**config.mk**
```make
export PLATFORM = sky130hd
export DESIGN_NAME = i2c_temp_sensor_command_model_core
export DESIGN_NICKNAME = d
export VERILOG_FILES = /design/src/i2cts_pkg.sv /design/src/i2c_temp_sensor_command_model_core.sv /design/src/i2cts_csr.sv /design/src/i2cts_engine.sv
export SDC_FILE = /design/constraint.sdc
export NUM_CORES = 1
export LEC_CHECK = 0
export BUFFER_PORTS_ARGS = -buffer_cell sky130_fd_sc_hd__buf_2
export CAP_MARGIN = 40
export CORE_UTILIZATION = 30
export CTS_BUF_LIST = sky130_fd_sc_hd__clkbuf_8
export DETAILED_ROUTE_END_ITERATION = 10
export MAX_ROUTING_LAYER = met4
export PLACE_DENSITY = 0.63
export SLEW_MARGIN = 20
export SYNTH_ARGS = -nofsm -noshare
export SYNTH_HDL_FRONTEND = slang
export SYNTH_SLANG_ARGS = --single-unit
```
**constraint.sdc**
```tcl
create_clock -name clock -period 4.7 [get_ports clock]
set_clock_uncertainty 0.15 [all_clocks]
set_input_delay 0 -clock clock [delete_from_list [all_inputs] [get_ports clock]]
set_output_delay 0 -clock clock [all_outputs]
set_load 0.02 [all_outputs]
```
**src/i2cts_pkg.sv**
```systemverilog
`timescale 1ns / 1ps
`default_nettype none
// ----------------------------------------------------------------------------
// I2C temperature sensor command model - shared definitions
// Types, command and mode codes, and the CRC-8 helper used by the block.
// ----------------------------------------------------------------------------
package i2cts_pkg;

   // Command codes carried in the func field.
   localparam logic [2:0] FUNC_RESET    = 3'd0;
   localparam logic [2:0] FUNC_CONVERT  = 3'd1;
   localparam logic [2:0] FUNC_RD_SER   = 3'd2;
   localparam logic [2:0] FUNC_RD_ADC   = 3'd3;
   localparam logic [2:0] FUNC_TICK     = 3'd4;

   // Device modes.
   localparam logic [2:0] MODE_UNKNOWN    = 3'd0;
   localparam logic [2:0] MODE_RESET      = 3'd1;
   localparam logic [2:0] MODE_IDLE       = 3'd2;
   localparam logic [2:0] MODE_CONVERTING = 3'd3;
   localparam logic [2:0] MODE_CONVERTED  = 3'd4;

   // Result status codes.
   localparam logic [1:0] ST_OK        = 2'd0;
   localparam logic [1:0] ST_NOT_READY = 2'd1;
   localparam logic [1:0] ST_PROTO_ERR = 2'd2;

   // Register indexes on the configuration port.
   localparam logic [1:0] REG_SERIAL     = 2'd0;
   localparam logic [1:0] REG_RESET_WAIT = 2'd1;
   localparam logic [1:0] REG_CONV_WAIT  = 2'd2;

   localparam logic [7:0] CRC_POLY      = 8'h31;
   localparam logic [7:0] MS_SATURATE   = 8'hff;
   localparam logic [2:0] SERIAL_LENGTH = 3'd4;
   localparam logic [2:0] ADC_LENGTH    = 3'd3;

   localparam int unsigned ADDR_WIDTH = 4;

   typedef struct packed {
      logic [2:0]  func;
      logic [15:0] sample_code;
      logic [2:0]  read_length;
   } req_type;

   typedef struct packed {
      logic [1:0]  status;
      logic [31:0] read_data;
      logic [2:0]  data_bytes;
   } rsp_type;

   typedef struct packed {
      logic [23:0] serial_number;
      logic [7:0]  reset_wait_ms;
      logic [7:0]  convert_wait_ms;
   } cfg_type;

   // One byte of CRC-8, MSB first, no final inversion.
   function automatic logic [7:0] crc8_byte(input logic [7:0] crc_in,
                                            input logic [7:0] data);
      logic [7:0] crc;
      crc = crc_in ^ data;
      for (int b = 0; b < 8; b++) begin
         if (crc[7]) begin
            crc = {crc[6:0], 1'b0} ^ CRC_POLY;
         end else begin
            crc = {crc[6:0], 1'b0};
         end
      end
      return crc;
   endfunction

endpackage
`default_nettype wire

```
**src/i2c_temp_sensor_command_model_core.sv**
```systemverilog
`timescale 1ns / 1ps
`default_nettype none
// ----------------------------------------------------------------------------
// I2C temperature sensor command model - top level
// Command-level model of a CRC-8 protected temperature sensor.
// ----------------------------------------------------------------------------
// Usage. Each transfer on the request channel (req_valid, req_stall,
// req_data) carries one command or one millisecond tick, and every request
// produces exactly one transfer on the response channel (rsp_valid,
// rsp_stall, rsp_data) holding the status, up to four read bytes and their
// count. The serial number and the two wait times are set through the
// APB-style register port; they should only be written while no request is
// in flight.
// Flow. A request is captured in the input register at the edge on which
// it is accepted; the command engine decodes and executes it once the
// output register is free or is being emptied, and its response is loaded
// into the output register at the edge on which it executes, raising
// rsp_valid. One request is accepted in every cycle while the receiver
// does not raise rsp_stall.
// Stalls. When the receiver raises rsp_stall, the held response stays put
// and the input register holds its request; req_stall rises only once the
// input register is full and cannot move on, so nothing is lost.
// Reset. A synchronous, active-high reset empties both registers, returns
// the device to the unknown mode with a zero timer and code, and restores
// the register defaults (serial 0, reset wait 2 ms, convert wait 5 ms).
// ----------------------------------------------------------------------------
module i2c_temp_sensor_command_model_core
   import i2cts_pkg::*;
(
   input  wire logic                  clock,
   input  wire logic                  reset,
   input  wire logic                  req_valid,
   output      logic                  req_stall,
   input  wire req_type               req_data,
   output      logic                  rsp_valid,
   input  wire logic                  rsp_stall,
   output      rsp_type               rsp_data,
   input  wire logic                  psel,
   input  wire logic                  penable,
   input  wire logic                  pwrite,
   input  wire logic [ADDR_WIDTH-1:0] paddr,
   input  wire logic [31:0]           pwdata,
   output      logic [31:0]           prdata,
   output      logic                  pready
);

   cfg_type cfg;
   req_type item_ff;
   logic    item_vld_ff;
   rsp_type result;
   rsp_type rsp_ff;
   logic    rsp_vld_ff;
   logic    fire;
   logic    req_take;

   // The engine executes the held request when the output register is free
   // or is being emptied in this cycle.
   assign fire      = item_vld_ff & (~rsp_vld_ff | ~rsp_stall);
   assign req_stall = item_vld_ff & ~fire;
   assign req_take  = req_valid & ~req_stall;

   i2cts_csr u_csr (
      .clock   (clock),
      .reset   (reset),
      .psel    (psel),
      .penable (penable),
      .pwrite  (pwrite),
      .paddr   (paddr),
      .pwdata  (pwdata),
      .prdata  (prdata),
      .pready  (pready),
      .cfg     (cfg)
   );

   i2cts_engine u_engine (
      .clock  (clock),
      .reset  (reset),
      .fire   (fire),
      .item   (item_ff),
      .cfg    (cfg),
      .result (result)
   );

   // Input register: valid bit under reset, payload loaded on each transfer.
   always_ff @(posedge clock) begin
      if (reset) begin
         item_vld_ff <= 1'b0;
      end else if (req_take) begin
         item_vld_ff <= 1'b1;
      end else if (fire) begin
         item_vld_ff <= 1'b0;
      end
   end

   always_ff @(posedge clock) begin
      if (req_take) begin
         item_ff <= req_data;
      end
   end

   // Output register: holds a response until the receiver takes it.
   always_ff @(posedge clock) begin
      if (reset) begin
         rsp_vld_ff <= 1'b0;
      end else if (fire) begin
         rsp_vld_ff <= 1'b1;
      end else if (~rsp_stall) begin
         rsp_vld_ff <= 1'b0;
      end
   end

   always_ff @(posedge clock) begin
      if (fire) begin
         rsp_ff <= result;
      end
   end

   assign rsp_valid = rsp_vld_ff;
   assign rsp_data  = rsp_ff;

endmodule
`default_nettype wire

```
**src/i2cts_csr.sv**
```systemverilog
`timescale 1ns / 1ps
`default_nettype none
// ----------------------------------------------------------------------------
// I2C temperature sensor command model - configuration registers
// APB-style register file holding the serial number and the two wait times.
// ----------------------------------------------------------------------------
module i2cts_csr
   import i2cts_pkg::*;
(
   input  wire logic                  clock,
   input  wire logic                  reset,
   input  wire logic                  psel,
   input  wire logic                  penable,
   input  wire logic                  pwrite,
   input  wire logic [ADDR_WIDTH-1:0] paddr,
   input  wire logic [31:0]           pwdata,
   output      logic [31:0]           prdata,
   output      logic                  pready,
   output      cfg_type               cfg
);

   cfg_type    cfg_ff;
   cfg_type    cfg_in;
   logic       wr_en;
   logic [1:0] reg_index;

   assign pready    = 1'b1;
   assign wr_en     = psel & penable & pwrite;
   assign reg_index = paddr[3:2];

   always_comb begin
      cfg_in = cfg_ff;
      if (wr_en) begin
         unique case (reg_index)
            REG_SERIAL:     cfg_in.serial_number   = pwdata[23:0];
            REG_RESET_WAIT: cfg_in.reset_wait_ms   = pwdata[7:0];
            REG_CONV_WAIT:  cfg_in.convert_wait_ms = pwdata[7:0];
            default:        cfg_in = cfg_ff;
         endcase
      end
   end

   always_comb begin
      unique case (reg_index)
         REG_SERIAL:     prdata = {8'd0, cfg_ff.serial_number};
         REG_RESET_WAIT: prdata = {24'd0, cfg_ff.reset_wait_ms};
         REG_CONV_WAIT:  prdata = {24'd0, cfg_ff.convert_wait_ms};
         default:        prdata = 32'd0;
      endcase
   end

   always_ff @(posedge clock) begin
      if (reset) begin
         cfg_ff.serial_number   <= 24'd0;
         cfg_ff.reset_wait_ms   <= 8'd2;
         cfg_ff.convert_wait_ms <= 8'd5;
      end else begin
         cfg_ff <= cfg_in;
      end
   end

   assign cfg = cfg_ff;

endmodule
`default_nettype wire

```
**src/i2cts_engine.sv**
```systemverilog
`timescale 1ns / 1ps
`default_nettype none
// ----------------------------------------------------------------------------
// I2C temperature sensor command model - command engine
// Holds the device mode, the millisecond counter and the latched ADC code,
// and works out the result of one command in a single pass.
// ----------------------------------------------------------------------------
module i2cts_engine
   import i2cts_pkg::*;
(
   input  wire logic    clock,
   input  wire logic    reset,
   input  wire logic    fire,
   input  wire req_type item,
   input  wire cfg_type cfg,
   output      rsp_type result
);

   logic [2:0]  mode_ff, mode_in;
   logic [7:0]  ms_ff, ms_in;
   logic [15:0] adc_ff, adc_in;
   logic [7:0]  ms_inc;
   logic [7:0]  ser_crc;
   logic [7:0]  adc_crc;

   assign ms_inc = (ms_ff == MS_SATURATE) ? ms_ff : ms_ff + 8'd1;

   assign ser_crc = crc8_byte(crc8_byte(crc8_byte(8'd0, cfg.serial_number[23:16]),
                                        cfg.serial_number[15:8]),
                              cfg.serial_number[7:0]);
   assign adc_crc = crc8_byte(crc8_byte(8'd0, adc_ff[15:8]), adc_ff[7:0]);

   always_comb begin
      mode_in = mode_ff;
      ms_in   = ms_ff;
      adc_in  = adc_ff;
      result  = '{status: ST_OK, read_data: 32'd0, data_bytes: 3'd0};
      unique case (item.func)
         FUNC_RESET: begin
            mode_in = MODE_RESET;
            ms_in   = 8'd0;
         end
         FUNC_CONVERT: begin
            if (mode_ff == MODE_RESET || mode_ff == MODE_IDLE ||
                mode_ff == MODE_CONVERTING) begin
               mode_in = MODE_CONVERTING;
               ms_in   = 8'd0;
            end else begin
               result.status = ST_PROTO_ERR;
            end
         end
         FUNC_RD_SER: begin
            if (mode_ff != MODE_RESET || item.read_length != SERIAL_LENGTH) begin
               result.status = ST_PROTO_ERR;
            end else begin
               result.read_data  = {cfg.serial_number, ser_crc};
               result.data_bytes = SERIAL_LENGTH;
            end
         end
         FUNC_RD_ADC: begin
            if (item.read_length != ADC_LENGTH) begin
               result.status = ST_PROTO_ERR;
            end else if (mode_ff == MODE_CONVERTING) begin
               result.data_bytes = ADC_LENGTH;
            end else if (mode_ff == MODE_CONVERTED) begin
               result.read_data  = {8'd0, adc_ff, adc_crc};
               result.data_bytes = ADC_LENGTH;
               mode_in = MODE_IDLE;
               ms_in   = 8'd0;
            end else begin
               result.status = ST_NOT_READY;
            end
         end
         FUNC_TICK: begin
            ms_in = ms_inc;
            if (mode_ff == MODE_RESET && ms_inc > cfg.reset_wait_ms) begin
               mode_in = MODE_IDLE;
               ms_in   = 8'd0;
            end else if (mode_ff == MODE_CONVERTING &&
                         ms_inc > cfg.convert_wait_ms) begin
               adc_in  = item.sample_code;
               mode_in = MODE_CONVERTED;
               ms_in   = 8'd0;
            end
         end
         default: begin
            result.status = ST_PROTO_ERR;
         end
      endcase
   end

   always_ff @(posedge clock) begin
      if (reset) begin
         mode_ff <= MODE_UNKNOWN;
         ms_ff   <= 8'd0;
         adc_ff  <= 16'd0;
      end else if (fire) begin
         mode_ff <= mode_in;
         ms_ff   <= ms_in;
         adc_ff  <= adc_in;
      end
   end

endmodule
`default_nettype wire

```
### Word level (Yosys, flattened, before mapping)

Index checks and enable logic that the tools add are counted.

* memories: 0
* bits in read-only memories: 0
* bits in writable memories: 0
* latch bits: 0
* register bits after elaboration: 128
* output and inout bits: 72
* word-level logic and storage cells: 178

* add/subtract/negate cells: 1
* mux-type cells: 71
* bitwise operators: 54
* div/mod/pow operators: 0
* equal/unequal tests: 20
* reduce and logical (&&, ||, !) cells: 16
* order comparisons: 2
* shift-type cells: 0
* $mul: 0

Operators with widths (number)
* 6-bit 2-to-1 mux: 40
* 3-bit NOT: 40
* 24-bit one-hot mux with 3 select lines: 1
* 35-bit 2-to-1 mux: 2
* 35-bit one-hot mux with 2 select lines: 1
* 8-bit 2-to-1 mux: 7
* 34-bit 2-to-1 mux: 1
* 8-bit one-hot mux with 4 select lines: 1
* 27-bit 2-to-1 mux: 1
* 8-bit XOR: 3
* 3-bit 2-to-1 mux: 7
* 8-bit greater-than comparator: 2
* 3-bit by 2-bit == test with 1-bit output (second input constant): 4
* 3-bit one-hot mux with 4 select lines: 1
* 8-bit by 1-bit adder with 8-bit output (second input constant): 1
* 8-bit == test (second input constant): 1
* 2-bit one-hot mux with 4 select lines: 1
* 7-bit AND reduction: 1
* 3-bit by 1-bit == test with 1-bit output (second input constant): 2
* 3-bit == test (second input constant): 2
* 2-bit 2-to-1 mux: 3
* 2-bit by 1-bit inequality test with 1-bit output (second input constant): 3
* 3-bit by 1-bit inequality test with 1-bit output (second input constant): 2
* 2-bit AND reduction: 3
* other kinds (18): 34

### Depth between registers and ports, before layout

Gate-level depths: netlist (run 1).

* depth after elaboration: 52
* mapped depth: 15
* depth with buffers taken out: 13

### Hierarchy

Synthesis (run 1) repeated with hierarchy kept, for this count alone.

* cells, all modules: 619
* area total of the unflattened synthesis: 6885.4 um^2

By module, submodules not included
* i2cts_engine: times used 1, cells each 332, area each 2931.6 um^2, seq. area each 540.5 um^2
* i2cts_csr: times used 1, cells each 218, area each 2095.8 um^2, seq. area each 800.8 um^2
* i2c_temp_sensor_command_model_core: times used 1, cells each 69, area each 1858.0 um^2, seq. area each 1811.7 um^2

### Worst setup path before layout (run 1)

No wires, ideal clock.

* path kind: reg2reg
* from: register rsp_vld_ff, in the netlist rsp_valid
* to: register u_engine.adc_ff[10]
* stages on the path, launching flop included: 7
* clock period less this slack: 4.649 ns
* library setup time: 0.070 ns
* path slack: 0.051 ns
* arrival: 4.428 ns
* cells stage by stage: dfxtp_1 > a21boi_0 > inv_1 > nor3_1 > clkbuf_1 > nand3_1 > a21oi_1

* word-level cells in the longest chain between the ends: 4

Ends and longest elaborated chain
* from (decl): line i2c_temp_sensor_command_model_core.sv:52 `logic rsp_vld_ff;`
* from (signal assigned): line i2c_temp_sensor_command_model_core.sv:104 `rsp_vld_ff <= 1'b0;`
* from (signal assigned): line i2c_temp_sensor_command_model_core.sv:106 `rsp_vld_ff <= 1'b1;`
* from (signal assigned): line i2c_temp_sensor_command_model_core.sv:108 `rsp_vld_ff <= 1'b0;`
* 1-bit NOT: line i2c_temp_sensor_command_model_core.sv:58 `assign fire = item_vld_ff & (~rsp_vld_ff | ~rsp_stall);`
* 1-bit OR: line i2c_temp_sensor_command_model_core.sv:58
* 1-bit bitwise AND: line i2c_temp_sensor_command_model_core.sv:58
* via fire: line i2c_temp_sensor_command_model_core.sv:53 `logic fire;`
* 4-bit AND reduction (no line)
* to (signal assigned): line i2cts_engine.sv:100 `adc_ff <= adc_in;`
* to (decl): line i2cts_engine.sv:21 `logic [15:0] adc_ff, adc_in;`

The timed path passes the listed nets, and every way through them passes these cells.
A chain may end at the register's enable or synchronous reset.

### Worst setup path in the final report (run 1)

* from: register u_engine.ms_ff[0]
* to: register u_engine.adc_ff[5]

* word-level cells in the longest chain between the ends: 6
* elaborated cells on any way between the ends: 9

Ends and longest elaborated chain
* from (decl): line i2cts_engine.sv:20 `logic [7:0] ms_ff, ms_in;`
* from (signal assigned): line i2cts_engine.sv:99 `ms_ff <= ms_in;`
* 8-bit by 1-bit adder with 8-bit output or 8-bit == test (tied branches): line i2cts_engine.sv:26 `assign ms_inc = (ms_ff == MS_SATURATE) ? ms_ff : ms_ff + 8'd1;`
* 8-bit 2-to-1 mux *: line i2cts_engine.sv:26
* 8-bit greater-than comparator: line i2cts_engine.sv:76 `if (mode_ff == MODE_RESET && ms_inc > cfg.reset_wait_ms) begin`
* 1-bit logical AND: line i2cts_engine.sv:76
* 1-bit NOT (no line)
* 4-bit AND reduction (no line) *

Mark *: on every way between the ends. The rest lies on a longest branch, timed or not.

==> results.py, run 1 <==
metrics = {
    "route": {
        "totalWireLength_um": 17020,
        "drc": 0,
        "drtIter0Drc": 442,
        "ant_nets": 0,
        "drt-vias-per-instance": 4.749,
        "dr.pass1.iters": 5,
        "vias": 5267,
        "avgRoutedWirePerCell_um": 15.35,
    },
    "worst_setup_path": {
        "critPathArrivalTime_ns": 4.17,
        "rr_startpoint": "u_engine.ms_ff[0]",
        "r2r_setup_slack_ns": 0.75,
        "cp-end-kind": "register",
        "path_max_fanout": 17,
        "rr_worst_depth": 14,
        "worstSetupPathType": "register to register",
        "worstPathRequired_ns": 4.92,
        "start_kind": "register",
        "r2r_end": "u_engine.adc_ff[5]",
    },
    "logic_synthesis": {
        "ys_ff_latch": 127,
        "synth_seq_area_share": 0.4705,
        "synth_area_leaders": "edfxtp_1 (26%), dfxtp_1 (21%), xnor2_1 (7.3%)",
        "syn_avg_cell_area_um2": 10.07,
        "synth_cells": 659,
        "ys.flop_type": "dfxtp_1",
        "ys_types": 57,
        "synth_top_area_frac": 0.2624,
        "synth-async-reset-ratio": 0,
        "synth_edf_count": 58,
        "yosys.area.top_type": "edfxtp_1",
        "syn_area_um2": 6638,
        "yosys_warnings": 0,
    },
    "power_and_ir_drop": {
        "powerDensity_nw_per_um2": 282.7,
        "p_leak_nw": 3.309,
        "vdd_drop_max_v": 0.0001906,
    },
    "cts": {
        "cts_sinks": 127,
        "htreeDepth": 4,
        "cts_made_buffers": 17,
        "clkLatencyLatePin_ns": 0.45,
        "clk_pin_slew_ns": 0.08,
        "cts_resized": 0,
        "cts_tree": "built",
        "clock_path_buffers": 2,
        "cts_root_buf": "clkbuf_8",
    },
    "finish": {
        "layout-drive-gt1-share": 0.2135,
        "area_delta_synth_final_pct": 25.99,
        "n_antenna_cell": 0,
        "fill_cells": 2200,
        "final_nets": 896,
        "final_cell_mix": "buf_2 (117), nand2_1 (71), dfxtp_1 (69)",
        "layout_commonest_cell": "buf_2",
    },
    "global_routing": {
        "busiest_layer": "met2",
        "grt_use_met1": 0.2029,
        "grt_util_met2": 0.2466,
        "grt_max_degree": 72,
        "grt_pass1_wl_um": 26080,
        "overflow": 0,
        "use_met3": 0.03545,
        "grt.total_usage": 0.1589,
        "grt_pass1_vias": 4904,
        "antenna_found_initial": 0,
    },
    "floorplan": {
        "die_h_um": 150.7,
        "core_area_um2": 21760,
        "rows": 54,
        "dieArea_um2": 22720,
        "initial_core_util": 0.3051,
        "die_w_um": 150.7,
        "pin_count": 137,
    },
    "placement": {
        "hpwlAfterDp_um": 12200,
        "numPortBuffers": 117,
        "place_congestion": 0.8439,
    },
    "flow_run": {
        "drv_cap": 0,
    },
    "min_path": {
        "hp-class": "input port to register",
        "worstHoldEndpoint": "rsp_valid",
        "min_from": "reset",
        "hold_depth": 3,
    },
    "sta": {
        "tns_ns": 0,
        "rsz0062_at_grt": "no",
        "max_freq_mhz": 252.9,
        "worst_pin_slew_ns": 0.7838,
        "slew_headroom": 0.4764,
        "period_share": 0.8414,
        "finalSetupViolCount": 0,
        "finalCriticalPeriod_ns": 3.955,
        "fin_hold_ws_ns": 0.03695,
        "finalMaxSlewViolations": 0,
        "hold_viol_final": 0,
    },
    "status": {
        "status": "finished clean",
    },
}
==> layer usage <==
metal	routed length [um]	up-vias
met5	0	-
met4	246	0
met3	983	21
met2	7932	161
met1	7857	2479
li1	-	2606
==> power by group <==
part | internal [mW] | switching [mW] | total [mW]
logic | 0.126 | 0.144 | 0.270
registers | 1.19 | 0.0184 | 1.20
clock network | 0.453 | 0.438 | 0.891
total | 1.76 | 0.600 | 2.36
==> sequential cells by signal, summed over array words and instances, names as in the netlist <==
signal / count
u_csr.cfg: 40
rsp_data: 36
item_ff: 22
u_engine.adc_ff: 16
u_engine.ms_ff: 8
u_engine.mode_ff: 3
item_vld_ff: 1
rsp_valid: 1
==> area by class of cell <==
| class | count | area, um2 | share of cell area |
|---|---|---|---|
| Tap cell | 280 | 350.3 | 0.04189 |
| Clock buffer | 20 | 275.3 | 0.03291 |
| Clock inverter | 12 | 93.84 | 0.01122 |
| Timing Repair Buffer | 177 | 1177 | 0.1408 |
| Inverter | 20 | 75.07 | 0.008977 |
| Sequential cell | 127 | 3123 | 0.3734 |
| Multi-Input combinational cell | 473 | 3268 | 0.3908 |
==> synth_stat cells, drive strengths merged, types with 2 or more instances <==
library cell,count
a211o,4
a21boi,2
a21o,6
a21oi,49
a22o,17
a32oi,7
and2,16
and3,12
and4,3
buf,20
clkbuf,26
conb,2
dfxtp,69
edfxtp,58
ha,15
inv,19
mux2i,22
nand2,71
nand2b,2
nand3,22
nand4,4
nor2,45
nor2b,10
nor3,7
nor3b,4
o21a,2
o21ai,31
o22ai,7
or2,2
or3,2
xnor2,59
xnor3,10
xor2,18
xor3,2
==> metrics by stage <==
step | cell area (um2) | setup WS, ns | total power, mW | cells | utilization
floorplan | 6664 | 0.05139 | 1.395 | 666 | -
global placement | 7462 | 0.8183 | 1.465 | 1025 | 0.3430
detailed placement | 7477 | 0.7829 | 1.467 | 1026 | 0.3437
CTS | 8337 | 0.7507 | 2.389 | 1107 | 0.3832
global route | 8363 | 0.4715 | 2.460 | 1109 | 0.3844
finish | 8363 | 0.7453 | 2.364 | 1109 | 0.3844
==> worst max-delay path, stage by stage (launching register included) <==
cell and delay [ns]:
dfxtp_1 0.40, ha_1 0.29, and3_1 0.23, a21oi_1 0.22, and3_1 0.20, xor2_1 0.26, ha_1 0.29, a21o_1 0.15
a21oi_1 0.17, nor2_1 0.06, a2111o_1 0.43, a21boi_2 0.44, buf_4 0.31, nand3_1 0.11, a21oi_1 0.16
==> timing repair <==
action	CTS	global route
hold buffers	49	0
hold endpoints to repair	74	0
setup buffers	0	0
==> worst max-delay path by stage <==
stage / end / from / depth (start not counted) / slack (ns)
floorplan: u_engine.adc_ff[10] / rsp_valid / 6 / 0.05
global route: u_engine.adc_ff[0] / u_engine.ms_ff[0] / 14 / 0.47
global placement: u_engine.adc_ff[12] / u_engine.ms_ff[0] / 14 / 0.82
detailed placement: u_engine.adc_ff[5] / u_engine.ms_ff[0] / 14 / 0.78
finish: u_engine.adc_ff[5] / u_engine.ms_ff[0] / 14 / 0.75
CTS: u_engine.adc_ff[5] / u_engine.ms_ff[0] / 14 / 0.75
==> logic make-up (layout without fill, tap and decap cells) <==
group	after synthesis	in the layout	synth area share
AO/OA/AOI/OAI	132	132	0.1252
multiplexers	23	23	0.03487
AND/OR/NAND/NOR	205	205	0.1484
adder cells (fa/ha/maj)	15	15	0.02828
XOR/XNOR	89	89	0.1478
buffers and inverters	66	229	0.04392
other	2	9	0.001131
flip-flops	127	127	0.4705
Power figures use the tool's default switching activity.
==> run 2, diff against run 1 <==
- PLACE_DENSITY: 0.63 -> 0.61
- clock period: 4.7 -> 4.1 ns (I/O delays scaled with it)
==> run 2 against run 1 <==
Against the previous run:
- register-to-register slack worse by 0.51 ns
- largest power group unchanged
- critical path type unchanged
- flip-flop and latch count unchanged
- highest routed layer unchanged
- largest cell class unchanged
- design area is 1.9% higher
==> results.py, run 2 (synthesized netlist as in run 1, its figures left out) <==
metrics = {
    "floorplan": {
        "dieArea_um2": 22720,
        "core_area_um2": 21760,
        "rows": 54,
        "initial_core_util": 0.3051,
        "pin_count": 137,
        "die_h_um": 150.7,
        "die_w_um": 150.7,
    },
    "worst_setup_path": {
        "critPathArrivalTime_ns": 4.05,
        "cp-end-kind": "register",
        "worstSetupPathType": "register to register",
        "start_kind": "register",
        "path_max_fanout": 9,
        "worstPathRequired_ns": 4.29,
    },
    "power_and_ir_drop": {
        "p_leak_nw": 3.372,
        "powerDensity_nw_per_um2": 349.0,
        "p_switching_uw": 728.9,
        "pwr-share-seq": 0.464,
        "total_power_mw": 2.976,
        "comb_power_share": 0.106,
        "internal_power_mw": 2.247,
        "vdd_drop_max_v": 0.0001908,
        "pwr-share-clk": 0.431,
        "swShare": 0.2449,
    },
    "cts": {
        "cts_root_buf": "clkbuf_8",
        "cts_tree": "built",
        "clk_pin_slew_ns": 0.08,
        "cts_sinks": 127,
        "htreeDepth": 4,
        "clock_path_buffers": 2,
        "cts_made_buffers": 17,
        "clkLatencyLatePin_ns": 0.46,
    },
    "route": {
        "avgRoutedWirePerCell_um": 15.71,
        "drtIter0Drc": 415,
        "vias": 5289,
        "drt-vias-per-instance": 4.739,
        "drc": 0,
        "totalWireLength_um": 17530,
        "dr.pass1.iters": 5,
        "ant_nets": 0,
    },
    "global_routing": {
        "overflow": 0,
        "grt_pass1_vias": 4976,
        "antenna_found_initial": 0,
        "grt_pass1_wl_um": 26850,
        "grt_max_degree": 39,
        "grt.total_usage": 0.1642,
    },
    "finish": {
        "layout_commonest_cell": "buf_2",
        "area_delta_synth_final_pct": 28.44,
        "final_nets": 903,
        "n_antenna_cell": 0,
        "final_cell_mix": "buf_2 (117), nand2_1 (71), dfxtp_1 (69)",
        "largest_register_ffs": 40,
        "layout-drive-gt1-share": 0.2165,
    },
    "placement": {
        "place_congestion": 0.8378,
        "hpwlAfterDp_um": 12480,
        "numPortBuffers": 117,
    },
    "flow_run": {
        "drv_cap": 0,
    },
    "sta": {
        "tns_ns": 0,
        "slew_headroom": 0.4539,
        "hold_viol_final": 0,
        "finalSetupViolCount": 0,
        "worst_pin_slew_ns": 0.8175,
        "finalMaxSlewViolations": 0,
        "finalCriticalPeriod_ns": 3.862,
        "period_share": 0.9420,
        "rsz0062_at_grt": "no",
        "max_freq_mhz": 258.9,
    },
    "min_path": {
        "hp-class": "input port to register",
    },
    "status": {
        "status": "finished clean",
    },
}
[run 2: changes by cell type in the layout (fill, tap and decap cells not counted), moves of 2 or more]
| cell | delta |
|---|---|
| bufinv_16 | +4 |
| clkbuf_8 | -2 |
| buf_4 | +2 |
| dlygate4sd3_1 | +6 |
| inv_1 | -3 |
| inv_4 | -2 |
| clkinv_4 | +2 |
[run 2: through the flow]
| step | setup WS, ns | util | hold WS (ns) | area (um2) | std cells |
|---|---|---|---|---|---|
| 3_3_place_gp | 0.3846 | 0.3436 | 0.02822 | 7476 | 1026 |
| 6_report | 0.2376 | 0.3919 | 0.06005 | 8526 | 1116 |
| 5_1_grt | 0.01947 | 0.3919 | 0.08643 | 8526 | 1116 |
| 4_1_cts | 0.2441 | 0.3915 | 0.04849 | 8518 | 1115 |
| 2_1_floorplan | 0.4874 | - | -0.05113 | 6664 | 666 |
| 3_5_place_dp | 0.3398 | 0.3450 | 0.02809 | 7506 | 1028 |
[run 2: worst paths after layout]
check                                       start                   to  slack (ns)  cells after the start
worst max-delay path            u_engine.ms_ff[0]  u_engine.mode_ff[1]        0.24                     13
worst min-delay path                      penable        u_csr.cfg[39]        0.06                      6
worst max register to register  u_engine.ms_ff[0]  u_engine.mode_ff[1]        0.24                     13
worst min register to register        item_vld_ff            rsp_valid        0.35                      2
[run 2: power by group through the flow]
stage / logic (mW) / registers, mW / clock network [mW]
floorplan: 0.175 / 1.42 / 0
global placement: 0.271 / 1.41 / 0
detailed placement: 0.276 / 1.41 / 0
CTS: 0.315 / 1.38 / 1.31
global route: 0.340 / 1.38 / 1.36
finish: 0.315 / 1.38 / 1.28
[run 2: critical path: stages (launching register included)]
cell     delay (ns)
dfxtp_1        0.41
ha_1           0.30
and3_1         0.22
a21oi_1        0.21
and3_1         0.21
xor2_1         0.32
ha_1           0.31
a21o_1         0.16
a21o_1         0.18
a211o_1        0.29
o22ai_1        0.29
or2_2          0.30
a21oi_1        0.12
mux2_2         0.29
[run 2: area by class of cell]
class / count / area, um2
clock buffers: 18 / 247.7
multi-input cells: 473 / 3274
flip-flops and latches: 127 / 3123
repair buffers: 184 / 1241
well taps: 280 / 350.3
fillers: 2181 / 13230
inverters: 20 / 75.07
clock inverters: 14 / 214.0
[run 2: repair_timing]
action / CTS / global route
hold buffers: 55 / 0
buffers inserted: 0 / 0
hold endpoints to repair: 94 / 0
gates resized for setup: 0 / 0
[run 2: routing by layer]
metal | track usage | share of wire | vias up
met2 | 0.2612 | 0.47 | 172
met1 | 0.2086 | 0.45 | 2481
met5 | - | 0 | -
li1 | - | - | 2614
met3 | 0.03061 | 0.061 | 22
met4 | 0.05600 | 0.016 | 0
